--- config.mk ---
export PLATFORM = sky130hd
export DESIGN_NAME = hysteresis_threshold_bank_core
export DESIGN_NICKNAME = d
export VERILOG_FILES = /design/src/hw/rtl/thb_pkg.sv /design/src/hw/rtl/thb_front.sv /design/src/hw/rtl/thb_back.sv /design/src/hw/rtl/thb_resq.sv /design/src/hw/rtl/hysteresis_threshold_bank_core.sv
export SDC_FILE = /design/constraint.sdc
export NUM_CORES = 1
export LEC_CHECK = 0
export ABC_AREA = 1
export BUFFER_PORTS_ARGS = -buffer_cell sky130_fd_sc_hd__clkbuf_2
export CAP_MARGIN = 20
export CORE_UTILIZATION = 46
export DETAILED_ROUTE_END_ITERATION = 10
export GPL_TIMING_DRIVEN = 0
export PLACE_DENSITY = 0.65
export SETUP_SLACK_MARGIN = 0.4
export SLEW_MARGIN = 20
export SYNTH_ARGS = -nofsm -noshare
export SYNTH_HDL_FRONTEND = slang
export SYNTH_SLANG_ARGS = --single-unit
--- constraint.sdc ---
create_clock -name clk_i -period 10.85 [get_ports clk_i]
set_clock_uncertainty 0.05 [all_clocks]
set_input_delay 1.085 -clock clk_i [delete_from_list [all_inputs] [get_ports clk_i]]
set_output_delay 1.085 -clock clk_i [all_outputs]
set_load 0.01 [all_outputs]
--- src/hw/rtl/thb_pkg.sv ---
`timescale 1ns / 1ps
// Package for the hysteresis threshold bank: table depth, derived widths,
// state and status codes, and the command and result records. No dependencies.

package thb_pkg;

  localparam int MaxThresholds = 8;
  localparam int IdxW = (MaxThresholds > 1) ? $clog2(MaxThresholds) : 1;
  localparam int CntW = $clog2(MaxThresholds + 1);

  typedef enum logic [1:0] {
    STATUS_OK        = 2'd0,
    STATUS_BAD_RANGE = 2'd1,
    STATUS_DUPLICATE = 2'd2,
    STATUS_FULL      = 2'd3
  } status_e;

  typedef enum logic [1:0] {
    TS_NORMAL = 2'd0,
    TS_HIGH   = 2'd1,
    TS_LOW    = 2'd2
  } trip_state_e;

  typedef enum logic {
    KIND_STATUS = 1'b0,
    KIND_EVENT  = 1'b1
  } kind_e;

  typedef enum logic {
    ACT_SAMPLE = 1'b0,
    ACT_ADD    = 1'b1
  } action_e;

  typedef enum logic [1:0] {
    BK_IDLE,
    BK_WALK,
    BK_FINISH
  } back_state_e;

  // Classified command handed from the front to the back
  typedef struct packed {
    logic               is_add;
    logic               bad_range;
    logic signed [31:0] value;
    logic [15:0]        id;
    logic signed [31:0] lo;
    logic signed [31:0] hi;
    logic               inv;
  } cmd_t;

  typedef struct packed {
    kind_e       kind;
    status_e     status;
    logic [15:0] id;
    trip_state_e state;
    logic        tripped;
    logic        last;
  } res_t;

endpackage

--- src/hw/rtl/thb_front.sv ---
`timescale 1ns / 1ps
// Front of the threshold bank: accepts input items, classifies them and
// holds them in a two-entry command queue. Depends on thb_pkg.

module thb_front (
  input  logic                  clk_i,
  input  logic                  rst_ni,
  input  logic                  push,
  output logic                  full,
  input  logic                  action_i,
  input  logic signed [31:0]    sample_value_i,
  input  logic [15:0]           entry_id_i,
  input  logic signed [31:0]    low_limit_i,
  input  logic signed [31:0]    high_limit_i,
  input  logic                  invert_i,
  output logic                  cmd_valid_o,
  output thb_pkg::cmd_t         cmd_o,
  input  logic                  cmd_pop_i
);

  thb_pkg::cmd_t mem_q [2];
  logic [1:0]    cnt_q, cnt_d;
  logic          wr_q, rd_q;
  logic          wr_en, rd_en;
  thb_pkg::cmd_t cmd_in;

  always_comb begin
    cmd_in.is_add    = (action_i == thb_pkg::ACT_ADD);
    cmd_in.bad_range = (low_limit_i > high_limit_i);
    cmd_in.value     = sample_value_i;
    cmd_in.id        = entry_id_i;
    cmd_in.lo        = low_limit_i;
    cmd_in.hi        = high_limit_i;
    cmd_in.inv       = invert_i;
  end

  assign full        = (cnt_q == 2'd2);
  assign cmd_valid_o = (cnt_q != 2'd0);
  assign cmd_o       = mem_q[rd_q];
  assign wr_en       = push && !full;
  assign rd_en       = cmd_pop_i && cmd_valid_o;

  always_comb begin
    cnt_d = cnt_q;
    if (wr_en && !rd_en) begin
      cnt_d = cnt_q + 2'd1;
    end else if (rd_en && !wr_en) begin
      cnt_d = cnt_q - 2'd1;
    end
  end

  always_ff @(posedge clk_i or negedge rst_ni) begin
    if (!rst_ni) begin
      cnt_q <= 2'd0;
      wr_q  <= 1'b0;
      rd_q  <= 1'b0;
    end else begin
      cnt_q <= cnt_d;
      if (wr_en) wr_q <= ~wr_q;
      if (rd_en) rd_q <= ~rd_q;
    end
  end

  always_ff @(posedge clk_i) begin
    if (wr_en) mem_q[wr_q] <= cmd_in;
  end

endmodule

--- src/hw/rtl/thb_back.sv ---
`timescale 1ns / 1ps
// Back of the threshold bank: holds the table and walks it one entry per
// unstalled cycle for samples and duplicate checks. Depends on thb_pkg.

module thb_back (
  input  logic          clk_i,
  input  logic          rst_ni,
  input  logic          cmd_valid_i,
  input  thb_pkg::cmd_t cmd_i,
  output logic          cmd_pop_o,
  input  logic          res_full_i,
  output logic          res_push_o,
  output thb_pkg::res_t res_o
);

  localparam int MaxT = thb_pkg::MaxThresholds;
  localparam int IdxW = thb_pkg::IdxW;
  localparam int CntW = thb_pkg::CntW;

  thb_pkg::back_state_e state_q, state_d;
  logic [CntW-1:0]      idx_q, idx_d;
  logic [CntW-1:0]      count_q, count_d;
  thb_pkg::cmd_t        cmd_q, cmd_d;
  thb_pkg::status_e     status_q, status_d;
  thb_pkg::res_t        pend_q, pend_d;
  logic                 pend_vld_q, pend_vld_d;

  logic [15:0]              ids_q    [MaxT];
  logic signed [31:0]       lows_q   [MaxT];
  logic signed [31:0]       highs_q  [MaxT];
  logic                     invs_q   [MaxT];
  thb_pkg::trip_state_e     states_q [MaxT];

  logic [IdxW-1:0]      ix;
  logic [IdxW-1:0]      wx;
  logic                 at_end, match;
  thb_pkg::trip_state_e ns;
  thb_pkg::status_e     fin_status;
  logic                 st_we, add_we;

  assign ix = idx_q[IdxW-1:0];
  assign wx = count_q[IdxW-1:0];
  assign at_end = (idx_q == count_q);
  assign match = (ids_q[ix] == cmd_q.id) && (lows_q[ix] == cmd_q.lo) &&
                 (highs_q[ix] == cmd_q.hi) && (invs_q[ix] == cmd_q.inv);
  assign fin_status = (status_q == thb_pkg::STATUS_OK && count_q == CntW'(MaxT)) ?
                      thb_pkg::STATUS_FULL : status_q;

  // Hysteresis rule for the entry under the walk pointer
  always_comb begin
    ns = states_q[ix];
    if (!invs_q[ix]) begin
      if (cmd_q.value <= lows_q[ix])       ns = thb_pkg::TS_NORMAL;
      else if (cmd_q.value >= highs_q[ix]) ns = thb_pkg::TS_HIGH;
    end else begin
      if (cmd_q.value >= highs_q[ix])      ns = thb_pkg::TS_NORMAL;
      else if (cmd_q.value <= lows_q[ix])  ns = thb_pkg::TS_LOW;
    end
  end

  always_comb begin
    state_d     = state_q;
    idx_d       = idx_q;
    count_d     = count_q;
    cmd_d       = cmd_q;
    status_d    = status_q;
    pend_d      = pend_q;
    pend_vld_d  = pend_vld_q;
    cmd_pop_o   = 1'b0;
    res_push_o  = 1'b0;
    res_o       = pend_q;
    res_o.last  = 1'b0;
    st_we       = 1'b0;
    add_we      = 1'b0;
    case (state_q)
      thb_pkg::BK_IDLE: begin
        if (cmd_valid_i) begin
          cmd_pop_o  = 1'b1;
          cmd_d      = cmd_i;
          idx_d      = '0;
          pend_vld_d = 1'b0;
          status_d   = cmd_i.bad_range ? thb_pkg::STATUS_BAD_RANGE : thb_pkg::STATUS_OK;
          state_d    = thb_pkg::BK_WALK;
        end
      end
      thb_pkg::BK_WALK: begin
        if (cmd_q.is_add) begin
          if (status_q != thb_pkg::STATUS_OK || at_end) begin
            state_d = thb_pkg::BK_FINISH;
          end else if (match) begin
            status_d = thb_pkg::STATUS_DUPLICATE;
            state_d  = thb_pkg::BK_FINISH;
          end else begin
            idx_d = idx_q + CntW'(1);
          end
        end else if (at_end) begin
          state_d = thb_pkg::BK_FINISH;
        end else if (ns != states_q[ix]) begin
          // hold the walk while the previous event cannot be released
          if (!(pend_vld_q && res_full_i)) begin
            st_we          = 1'b1;
            res_push_o     = pend_vld_q;
            pend_d.kind    = thb_pkg::KIND_EVENT;
            pend_d.status  = thb_pkg::STATUS_OK;
            pend_d.id      = ids_q[ix];
            pend_d.state   = ns;
            pend_d.tripped = (ns != thb_pkg::TS_NORMAL);
            pend_d.last    = 1'b0;
            pend_vld_d     = 1'b1;
            idx_d          = idx_q + CntW'(1);
          end
        end else begin
          idx_d = idx_q + CntW'(1);
        end
      end
      thb_pkg::BK_FINISH: begin
        if (cmd_q.is_add) begin
          res_o.kind    = thb_pkg::KIND_STATUS;
          res_o.status  = fin_status;
          res_o.id      = '0;
          res_o.state   = thb_pkg::TS_NORMAL;
          res_o.tripped = 1'b0;
          res_o.last    = 1'b1;
          if (!res_full_i) begin
            res_push_o = 1'b1;
            if (fin_status == thb_pkg::STATUS_OK) begin
              add_we  = 1'b1;
              count_d = count_q + CntW'(1);
            end
            state_d = thb_pkg::BK_IDLE;
          end
        end else if (pend_vld_q) begin
          res_o.last = 1'b1;
          if (!res_full_i) begin
            res_push_o = 1'b1;
            pend_vld_d = 1'b0;
            state_d    = thb_pkg::BK_IDLE;
          end
        end else begin
          state_d = thb_pkg::BK_IDLE;
        end
      end
      default: state_d = thb_pkg::BK_IDLE;
    endcase
  end

  always_ff @(posedge clk_i or negedge rst_ni) begin
    if (!rst_ni) begin
      state_q    <= thb_pkg::BK_IDLE;
      count_q    <= '0;
      pend_vld_q <= 1'b0;
    end else begin
      state_q    <= state_d;
      count_q    <= count_d;
      pend_vld_q <= pend_vld_d;
    end
  end

  always_ff @(posedge clk_i) begin
    idx_q    <= idx_d;
    cmd_q    <= cmd_d;
    status_q <= status_d;
    pend_q   <= pend_d;
    if (st_we) states_q[ix] <= ns;
    if (add_we) begin
      ids_q[wx]    <= cmd_q.id;
      lows_q[wx]   <= cmd_q.lo;
      highs_q[wx]  <= cmd_q.hi;
      invs_q[wx]   <= cmd_q.inv;
      states_q[wx] <= thb_pkg::TS_NORMAL;
    end
  end

  a_count_bound: assert property (@(posedge clk_i) disable iff (!rst_ni)
    count_q <= CntW'(MaxT))
    else $error("entry count beyond table depth");

  a_no_push_full: assert property (@(posedge clk_i) disable iff (!rst_ni)
    res_push_o |-> !res_full_i)
    else $error("result pushed into a full queue");

  a_walk_bound: assert property (@(posedge clk_i) disable iff (!rst_ni)
    (state_q == thb_pkg::BK_WALK) |-> (idx_q <= count_q))
    else $error("walk pointer past the last entry");

  a_pop_valid: assert property (@(posedge clk_i) disable iff (!rst_ni)
    cmd_pop_o |-> cmd_valid_i)
    else $error("command taken from an empty queue");

endmodule

--- src/hw/rtl/thb_resq.sv ---
`timescale 1ns / 1ps
// Result queue of the threshold bank: two entries between the table walker
// and the consumer. Depends on thb_pkg.

module thb_resq (
  input  logic          clk_i,
  input  logic          rst_ni,
  input  logic          res_push_i,
  input  thb_pkg::res_t res_i,
  output logic          res_full_o,
  output logic          empty,
  input  logic          pop,
  output thb_pkg::res_t res_o
);

  thb_pkg::res_t mem_q [2];
  logic [1:0]    cnt_q, cnt_d;
  logic          wr_q, rd_q;
  logic          wr_en, rd_en;

  assign res_full_o = (cnt_q == 2'd2);
  assign empty      = (cnt_q == 2'd0);
  assign res_o      = mem_q[rd_q];
  assign wr_en      = res_push_i && !res_full_o;
  assign rd_en      = pop && !empty;

  always_comb begin
    cnt_d = cnt_q;
    if (wr_en && !rd_en) begin
      cnt_d = cnt_q + 2'd1;
    end else if (rd_en && !wr_en) begin
      cnt_d = cnt_q - 2'd1;
    end
  end

  always_ff @(posedge clk_i or negedge rst_ni) begin
    if (!rst_ni) begin
      cnt_q <= 2'd0;
      wr_q  <= 1'b0;
      rd_q  <= 1'b0;
    end else begin
      cnt_q <= cnt_d;
      if (wr_en) wr_q <= ~wr_q;
      if (rd_en) rd_q <= ~rd_q;
    end
  end

  always_ff @(posedge clk_i) begin
    if (wr_en) mem_q[wr_q] <= res_i;
  end

endmodule

--- src/hw/rtl/hysteresis_threshold_bank_core.sv ---
`timescale 1ns / 1ps
// Top level of the hysteresis threshold bank: front command queue, table
// walker and result queue. Depends on thb_pkg, thb_front, thb_back, thb_resq.

// A bank of up to thb_pkg::MaxThresholds window comparators with hysteresis
// on one sensor. An add item appends an entry and returns one status
// transfer (ok, bad range, duplicate, table full); a sample item updates
// every entry and returns one event transfer per entry whose state changed,
// the final one marked last, or nothing at all if no entry changed. Both
// sides behave as queues: push while full is low, pop while empty is low.
// The back end walks the table one entry per cycle, but holds while a
// finished transfer waits for room in the result queue. A bad-range add
// or a duplicate found early ends its walk sooner. A two-entry command
// queue in front lets new items be taken during a walk, and a two-entry
// result queue behind lets finished transfers wait for pop.

module hysteresis_threshold_bank_core (
  input  logic               clk_i,
  input  logic               rst_ni,
  input  logic               push,
  output logic               full,
  input  logic               action_i,
  input  logic signed [31:0] sample_value_i,
  input  logic [15:0]        entry_id_i,
  input  logic signed [31:0] low_limit_i,
  input  logic signed [31:0] high_limit_i,
  input  logic               invert_i,
  output logic               empty,
  input  logic               pop,
  output logic               kind_o,
  output logic [1:0]         status_o,
  output logic [15:0]        event_id_o,
  output logic [1:0]         new_state_o,
  output logic               tripped_o,
  output logic               last_o
);

  logic          cmd_valid, cmd_pop;
  thb_pkg::cmd_t cmd;
  logic          res_push, res_full;
  thb_pkg::res_t res_in, res_out;

  // Accept and classify incoming items
  thb_front u_front (
    .clk_i         (clk_i),
    .rst_ni        (rst_ni),
    .push          (push),
    .full          (full),
    .action_i      (action_i),
    .sample_value_i(sample_value_i),
    .entry_id_i    (entry_id_i),
    .low_limit_i   (low_limit_i),
    .high_limit_i  (high_limit_i),
    .invert_i      (invert_i),
    .cmd_valid_o   (cmd_valid),
    .cmd_o         (cmd),
    .cmd_pop_i     (cmd_pop)
  );

  // Walk the table and produce status and event transfers
  thb_back u_back (
    .clk_i      (clk_i),
    .rst_ni     (rst_ni),
    .cmd_valid_i(cmd_valid),
    .cmd_i      (cmd),
    .cmd_pop_o  (cmd_pop),
    .res_full_i (res_full),
    .res_push_o (res_push),
    .res_o      (res_in)
  );

  // Hold finished transfers until the consumer pops them
  thb_resq u_resq (
    .clk_i     (clk_i),
    .rst_ni    (rst_ni),
    .res_push_i(res_push),
    .res_i     (res_in),
    .res_full_o(res_full),
    .empty     (empty),
    .pop       (pop),
    .res_o     (res_out)
  );

  assign kind_o      = res_out.kind;
  assign status_o    = res_out.status;
  assign event_id_o  = res_out.id;
  assign new_state_o = res_out.state;
  assign tripped_o   = res_out.tripped;
  assign last_o      = res_out.last;

endmodule

Word level (Yosys, flattened, before mapping)
Memory sizes are Yosys's and may differ from the RTL's. A register that Yosys moved wholly into a read port is not among the register bits.
Index checks and enable logic that the tools add are counted.
Word-level totals
  register bits after elaboration: 154
  bits in writable memories: 940
  bits of input ports: 118
  output and inout port bits: 25
  logic and storage cells: 190
  memories: 7
Operators by class
  add/subtract/negate cells: 6
  $lt $le $gt $ge: 3
  eq/ne operators: 26
  muxes and demuxes: 80
  bitwise operators: 8
  reductions and logical operators: 40
Memories
  u_back.highs_q: depth 8, width 32, rd ports 1, clocked after memory_dff 1, wr ports 1, line thb_back.sv:30  | logic signed [31:0] highs_q [MaxT];
  u_back.lows_q: depth 8, width 32, rd ports 1, clocked after memory_dff 1, wr ports 1, line thb_back.sv:29  | logic signed [31:0] lows_q [MaxT];
  u_front.mem_q: depth 2, width 115, rd ports 1, clocked after memory_dff 0, wr ports 1, line thb_front.sv:21  | thb_pkg::cmd_t mem_q [2];
  u_back.ids_q: depth 8, width 16, rd ports 1, clocked after memory_dff 1, wr ports 1, line thb_back.sv:28  | logic [15:0] ids_q [MaxT];
  u_resq.mem_q: depth 2, width 23, rd ports 1, clocked after memory_dff 0, wr ports 1, line thb_resq.sv:16  | thb_pkg::res_t mem_q [2];
  u_back.states_q: depth 8, width 2, rd ports 1, clocked after memory_dff 1, wr ports 1, line thb_back.sv:32  | thb_pkg::trip_state_e states_q [MaxT];
  +1 memories
Operators with widths (number)
  $eq A32 B32 Y1: 2
  $mux W2: 22
  $mux W1: 38
  $ge A32 B32 Y1: 1
  $gt A32 B32 Y1: 1
  $le A32 B32 Y1: 1
  $mux W4: 7
  $mux W23: 1
  $mux W22: 1
  $mux W3: 6
  $eq A16 B16 Y1: 1
  $logic_and A1 B1 Y1: 13
  $ne A2 B2 Y1 const B: 6
  $reduce_bool A2 Y1: 6
  $reduce_and A5 Y1: 2
  $add A4 B1 Y4 const B: 2
  $logic_not A2 Y1: 4
  $not A1 Y1: 8
  $pmux W4 S2: 1
  $logic_not A1 Y1: 7
  $reduce_and A7 Y1: 1
  $eq A2 B2 Y1 const B: 3
  $ne A2 B1 Y1 const B: 3
  $ne A3 B3 Y1 const B: 2
  other kinds (22): 24

Depth between registers and ports, before layout
Gate-level depths: netlist of the first run.
  word-level depth: 14
  gate-level depth with buffers: 35
  mapped depth without buffers: 32

By module
A second synthesis of the first run with hierarchy kept.
Unflattened totals
  cell total of the unflattened synthesis: 4187
  area, all modules: 46738.6 um2
By module, submodules not included
  thb_back: times used 1, cells each 3266, area each 35422.7 um2, sequential area each 24348.4 um2
  thb_front: times used 1, cells each 769, area each 9406.5 um2, sequential area each 7006.7 um2
  thb_resq: times used 1, cells each 152, area each 1909.3 um2, sequential area each 1481.4 um2

Least setup slack after synthesis of the first run
OpenSTA, ideal clock, no wires.
  path kind: register -> register
  from: register u_back.state_q[0]
  to: memory u_back.highs_q[7][0] (enable)
  library setup time: 0.624 ns
  arrival time: 6.957 ns
  data required time: 10.176 ns
  setup slack: 3.219 ns
  stages on the path, launching flop included: 9
  path buffers: 0
  period minus slack after synthesis: 7.631 ns
  cell sequence: dfrtp_1 -> inv_1 -> ha_1 -> nand2_1 -> nor3_1 -> nand2_1 -> inv_1 -> nand2_1 -> nor3_1
Between the ends
  word-level cells in the longest chain between the ends: 4
Ends and longest elaborated chain
  start, declared: line thb_back.sv:20  | thb_pkg::back_state_e state_q, state_d;
  start signal, assigned: line thb_back.sv:149  | state_q <= thb_pkg::BK_IDLE;
  start signal, assigned: line thb_back.sv:153  | state_q <= state_d;
  $eq A2 B2 Y1: line thb_back.sv:75  | case (state_q)
  $mux W1: line thb_back.sv:75
  $mux W1: line thb_back.sv:165  | if (add_we) begin
  $mux W1 (implied by the code): line thb_back.sv:168  | highs_q[wx] <= cmd_q.hi;
  end, declared: line thb_back.sv:30
No other way between the ends.

==> results of run 1 <==
[through the flow]
| step | utilization (%) | cell area [um2] | hold WS (ps) |
|---|---|---|---|
| final | 53.77 | 52920 | 303.4 |
| after global placement | 48.87 | 48100 | 404.4 |
| after CTS | 53.77 | 52920 | 279.8 |
| after floorplan | - | 45780 | 391.9 |
| after detailed placement | 50.30 | 49500 | 426.3 |
| after global routing | 53.77 | 52920 | 317.9 |
[flip-flops by register name, summed over array words and instances, names as in the netlist, 8 cells and up, named ones only]
register and cells:
u_back.highs_q 256, u_back.lows_q 256, u_front.mem_q 230, u_back.ids_q 128
u_back.cmd_q 114, u_resq.mem_q 46, u_back.pend_q 19, u_back.states_q 16
u_back.invs_q 8
[layer usage]
metal	up-vias	track usage, %	routed length [um]
li1	14137	-	-
met1	14805	34.98	52160
met2	1795	43.33	63020
met3	319	4.655	13830
met4	4	12.64	6992
met5	-	0	26
[cells by family after synthesis]
kind of cell,Yosys count,synth area share [%]
XOR/XNOR,16,0.3061
AND/OR/NAND/NOR,1938,17.09
adder cells (fa/ha/maj),105,2.870
AO/OA/AOI/OAI,418,4.706
buffers and inverters,339,3.299
flip-flops,1097,71.73
[layout by cell type, fill, tap and decap left out, types with 10 or more instances in the layout]
master and instances:
a21oi_1 58, buf_12 22, buf_16 24, buf_2 46, buf_4 42, buf_6 18
clkbuf_1 91, clkbuf_16 111, clkbuf_2 143, clkinv_1 22, clkinv_2 22, dfrtp_1 15
edfxtp_1 1079, ha_1 105, inv_1 174, nand2_1 921, nand3_1 190, nand3b_1 63
nand4_1 10, nor2_1 722, o21ai_0 229, o21ai_1 105, xor2_1 14
[path summary, 6_finish.rpt]
check,slack [ps],to,from
worst max-delay path,5000,u_back.pend_q[18],flop
worst min-delay path,300,u_resq.cnt_q[1],rst_ni
worst max register to register,5000,u_back.pend_q[18],flop
worst min register to register,440,u_resq.wr_q,u_resq.wr_q
max in group asynchronous,10120,u_back.count_q[3],rst_ni
min in group clk_i,440,u_resq.wr_q,u_resq.wr_q
[report_power, final]
group          internal, mW  switching (mW)
registers              5.88           0.736
clock network          2.08            1.58
logic                  1.56            4.04
total                  9.52            6.35
[layout make-up]
| class | count | area (um2) | share of cell area [%] |
|---|---|---|---|
| Buffer | 160 | 839.6 | 1.586 |
| Tap cell | 1287 | 1610 | 3.043 |
| Antenna cell | 1 | 2.502 | 0.004728 |
| Sequential cell | 1097 | 32840 | 62.05 |
| Clock buffer | 130 | 2849 | 5.383 |
| Multi-Input combinational cell | 2477 | 11520 | 21.77 |
| Clock inverter | 65 | 568.0 | 1.073 |
| Timing Repair Buffer | 214 | 2022 | 3.821 |
| Inverter | 179 | 671.9 | 1.270 |
[worst reg2reg max path, stage by stage, from the launching register on]
cell and delay, ps:
dfxtp_1 360, inv_2 140, buf_2 200, clkbuf_1 900, o21ai_0 300, nand3_1 190
nand2_1 230, ha_1 420, nand2_1 80, nor2_1 130, nand2_1 90, nor4_1 310
nand2_1 130, nand2_1 70, nand2_1 50, nand3_1 280, inv_1 120, nand2_1 110
nand2_1 50, nand2_1 170, nor2_1 80, nor2_1 90, nand2_1 240, inv_1 660
==> results.toml, run 1 <==
[status]
status = "finished, final reports clean"

[yosys]
synthDominantCellAreaShare_pct = 70.78
synth_warnings = 0
syn_inst = 3913
synthTopCellsByArea = "edfxtp_1 71%, nand2_1 7.6%, nor2_1 6.0%, ha_1 2.9%, o21ai_0 2.5%"
synth-edff-count = 1079
syn_area_um2 = 45780
ys_ff_latch = 1097
synth_top_area_cell = "edfxtp_1"
synth_fp_nets = 4136
syn_area_per_cell_um2 = 11.70
ys_seq_area_share_pct = 71.73
yosysUniqueCellTypes = 37
synthTopCellsByCount = "1,079 x edfxtp_1, 921 x nand2_1, 731 x nor2_1"
synth-main-ff-cell = "edfxtp_1"
async_flop_share_pct = 1.367
synth_most_common_cell = "edfxtp_1"

[setup_path]
critical_path.top_delay_family = "simple AND/OR/NAND/NOR gates"
cp_cell_sequence = "inv_2 > buf_2 > clkbuf_1 > o21ai_0 > nand3_1 > nand2_1 > ha_1 > nand2_1 > nor2_1 > nand2_1 > nor4_1 > nand2_1 > nand2_1 > nand2_1 > nand3_1 > inv_1 > nand2_1 > nand2_1 > nand2_1 > nor2_1 > nor2_1 > nand2_1 > inv_1"
crit_path_max_incr_delay_ps = 900
start_kind = "flop"
critPathRequiredTime_ps = 11100
path_class = "reg -> reg"
crit_path_frequent_cell = "nand2_1"
cp-end-kind = "flop"
critical_path_depth = 23
worst-path-buf-inv = 5
reg2regPathDepth = 23
worstPathArrival_ps = 6100
critPathMaxFanout = 19
cpMaxStageDelayCell = "clkbuf_1"

[cells_and_area]
instances_no_fill = 5610
area_delta_synth_final_pct = 15.60
nNetsFinal = 4459
layout-drive-gt1-share_pct = 10.92
fill_cells = 8251

[sta]
period_needed_ps = 5851
fin_crit_sh_pct = 53.93
setup_viol = 0
fmax_mhz = 170.9
finalSetupTns_ps = 0
tightest_slew_ps = 1194
finalHoldViolations = 0
relSlewSlack_pct = 20.42
worst_slack_ps = 4999
rsz0062_at_grt = "no"
drv_slew = 0

[floorplan]
pin_count = 143
die_h_um = 317.5
die-area_um2 = 100800
std_cell_rows = 115
fp.dieW_um = 317.5
core_area_um2 = 98420
start_util_pct = 46.52

[placed_design]
hpwl_um = 97590
placed_cells = 5414
port_buffers = 142
dp_slack_ps = 5258
place_congestion = 0.9347

[clock_network]
cts_resized = 0
post_cts_buffers = 0
clock_latency_ps = 690
clock-root-buffer = "clkbuf_16"
clk_pin_slew_ps = 60
clockBufferDepth = 3
cts_tree = "yes"
clkSinkCount = 1097
numCtsBuffers = 107
ctsHoldBuffers = 0
htree_levels = 3

[grt]
grt-ovfl-total = 0
antenna_found_initial = 5
first_global_vias = 28831
grt_pass1_wl_um = 194400
grt_max_degree = 26
grt_util_all_layers_pct = 26.69

[routing]
routed_wl_um = 136000
vias = 31060
drt-vias-per-instance = 5.537
drt_drc_violations_left = 0
wire_per_inst_um = 24.25
first_pass_iters = 8
initialDrtViolationCount = 4133
ant_nets = 0

[power]
leakagePower_nw = 20.34
power_mw = 15.87
vdd_drop_max_mv = 0.1752
cellPowerDensity_nw_per_um2 = 299.9

[flow_run]
cap_violations = 0

[min_path]
min_path_type = "in -> async"
Power figures use the tool's default switching activity.
==> inputs of run 2 (changes only) <==
Settings changed: PLACE_DENSITY 0.65 to 0.67.
Clock period 10.85 ns to 4.83 ns, I/O delays scaled along.
==> run 2 against run 1 <==
Against the previous run: combinational power rose by 140%; global-route usage is 0.099 points higher; sequential power grew 130%; fmax grew 32%; wire length increased by 0.53%; first-iteration DRC count decreased by 1.9%; die area is the same; flip-flop and latch count unchanged; non-clock buffer count is 105 higher; clock-buffer cell count is 9 lower; setup slack worse by 4600 ps; critical path type unchanged; critical endpoint is now u_resq.cnt_q[1].
==> results.toml, run 2 (synthesis gave the netlist of run 1 again) <==
[floorplan]
core_area_um2 = 98420
pin_count = 143
die-area_um2 = 100800
start_util_pct = 46.52
die_h_um = 317.5
fp.dieW_um = 317.5
std_cell_rows = 115

[cells_and_area]
mostFrequentLayoutCells = "1,079 x edfxtp_1, 893 x nand2_1, 720 x nor2_1, 224 x o21ai_0, 185 x nand3_1"
reg_top3 = "u_back.highs_q: 256 flops, u_back.lows_q: 256 flops, u_front.mem_q: 230 flops"
seqCellArea_um2 = 32840
layout-drive-gt1-share_pct = 12.77
nNetsFinal = 4564
design_area_um2 = 54790
fill_cells = 7881
multiInputGateArea_um2 = 11790
layout_commonest_cell = "edfxtp_1"
area_delta_synth_final_pct = 19.68

[placed_design]
port_buffers = 142
place_congestion = 0.9332
placed_area_um2 = 49440
dp_slack_ps = -809.2
hpwl_um = 96210

[grt]
grt_pass1_wl_um = 196100
first_global_vias = 29708
grt_util_all_layers_pct = 26.79
antenna_found_initial = 8
grt-ovfl-total = 0
grt_max_degree = 25

[routing]
drt-vias-per-instance = 5.480
routed_wl_um = 136700
wire_per_inst_um = 23.94
ant_nets = 0
vias = 31305
initialDrtViolationCount = 4054
first_pass_iters = 6
drt_drc_violations_left = 0

[sta]
setup_viol = 0
tightest_slew_ps = 1036
drv_slew = 0
period_needed_ps = 4428
rsz0062_at_grt = "yes"
finalSetupTns_ps = 0
finalHoldViolations = 0
fin_crit_sh_pct = 91.68
fmax_mhz = 225.8
relSlewSlack_pct = 30.30
worst_slack_ps = 401.8

[power]
clockPowerShare_pct = 22.4
switching_share_pct = 39.71
leakagePower_nw = 21.08
cellPowerDensity_nw_per_um2 = 664.4
vdd_drop_max_mv = 0.4468
p_comb_share_pct = 36.6
p_seq_share_pct = 40.9
switchingPower_mw = 14.46
internal_power_mw = 21.94

[clock_network]
clockBufferDepth = 3
clock_latency_ps = 700
clock-root-buffer = "clkbuf_16"
numCtsBuffers = 105
htree_levels = 3
cts_tree = "yes"
clk_pin_slew_ps = 60
clkSinkCount = 1097

[status]
status = "finished, final reports clean"

[setup_path]
path_class = "reg -> reg"
cp-end-kind = "flop"
worstPathArrival_ps = 4930
reg2regPathDepth = 27
start_kind = "flop"
rrSetupSlack_ps = 400
critPathMaxFanout = 10
r2r-end = "u_resq.cnt_q[1]"
critPathRequiredTime_ps = 5330

[min_path]
min_path_type = "in -> reg"
min_to = "u_front.mem_q[0][1]"
hp-start = "high_limit_i[0]"
holdPathStages = 1

[flow_run]
cap_violations = 0
==> run 2: cell types whose count changed in the layout (fill, tap and decap cells not counted), moves of 23 or more <==
cell / change
buf_8: +28
buf_2: -30
dlygate4sd3_1: +113
clkbuf_1: -49
nand2_1: -28
clkbuf_4: +23
==> run 2: worst max-delay path by stage <==
stage                      startpoint              endpoint  slack (ps)  depth (start not counted)
floorplan           u_back.state_q[0]  u_back.highs_q[1][0]        -550                          8
global placement    u_back.state_q[0]  u_back.lows_q[3][15]       -4590                          8
detailed placement               flop   u_resq.mem_q[0][18]        -810                         23
CTS                              flop   u_resq.mem_q[1][16]         400                         25
global route                     flop       u_resq.cnt_q[1]         250                         26
finish                           flop       u_resq.cnt_q[1]         400                         27
==> run 2: what timing repair did <==
action,4_1_cts,5_1_grt
endpoints found under the setup margin,111,91
resized for setup,162,116
cloned,1,1
pin swaps,8,12
hold buffers,113,0
hold endpoints to repair,239,0
buffers inserted,3,1
==> run 2: per-layer routing <==
metal / global-route usage [%] / wire [um]
met3: 4.267 / 13600
met2: 43.61 / 63960
met4: 13.53 / 7045
met5: 0 / 29
met1: 34.95 / 52120
==> run 2: layout make-up <==
type | instances | area share (%)
multi-input cells | 2478 | 21.52
inverters | 179 | 1.240
plain buffers | 160 | 2.457
clock buffers | 121 | 5.022
repair buffers | 319 | 5.716
well taps | 1287 | 2.939
repair inverters | 1 | 0.01370
diodes | 3 | 0.01370
clock inverters | 68 | 1.144
flip-flops and latches | 1097 | 59.94
==> run 2: critical path, stage by stage (launching register included) <==
cell and delay [ps]:
dfxtp_1 410, clkbuf_2 320, buf_2 430, nand3_1 200
nand2_2 200, ha_1 270, nand2_1 70, nand2_1 50
nand3_1 60, nand2_1 90, a21oi_1 190, nand2_1 110
nand2_1 80, nand2_1 50, nand2_1 100, nand3_4 140
inv_1 110, nand2_1 70, nand2_1 70, nand2_1 120
o21ai_2 170, nand2_2 100, nand2_4 110, inv_1 50
ha_1 290, a21oi_1 120, o21ai_1 90, xor2_1 140
==> run 2: metrics by stage <==
step                instances  total power [mW]  hold slack (ps)  utilization (%)
floorplan                3913             21.41            137.4                -
global placement         5342             26.52            405.0            48.91
detailed placement       5402             27.18            419.8            50.23
CTS                      5708             35.78           0.4969            55.32
global route             5710             37.89            21.92            55.66
finish                   5713             36.40            23.66            55.67
==> run 2: power by group through the flow <==
stage	combinational, mW	sequential, mW	clock (mW)
after floorplan	7.13	14.3	0
after global placement	11.5	15.0	0
after detailed placement	12.2	15.0	0
after CTS	12.8	14.8	8.20
after global routing	14.3	15.0	8.58
final	13.3	14.9	8.17
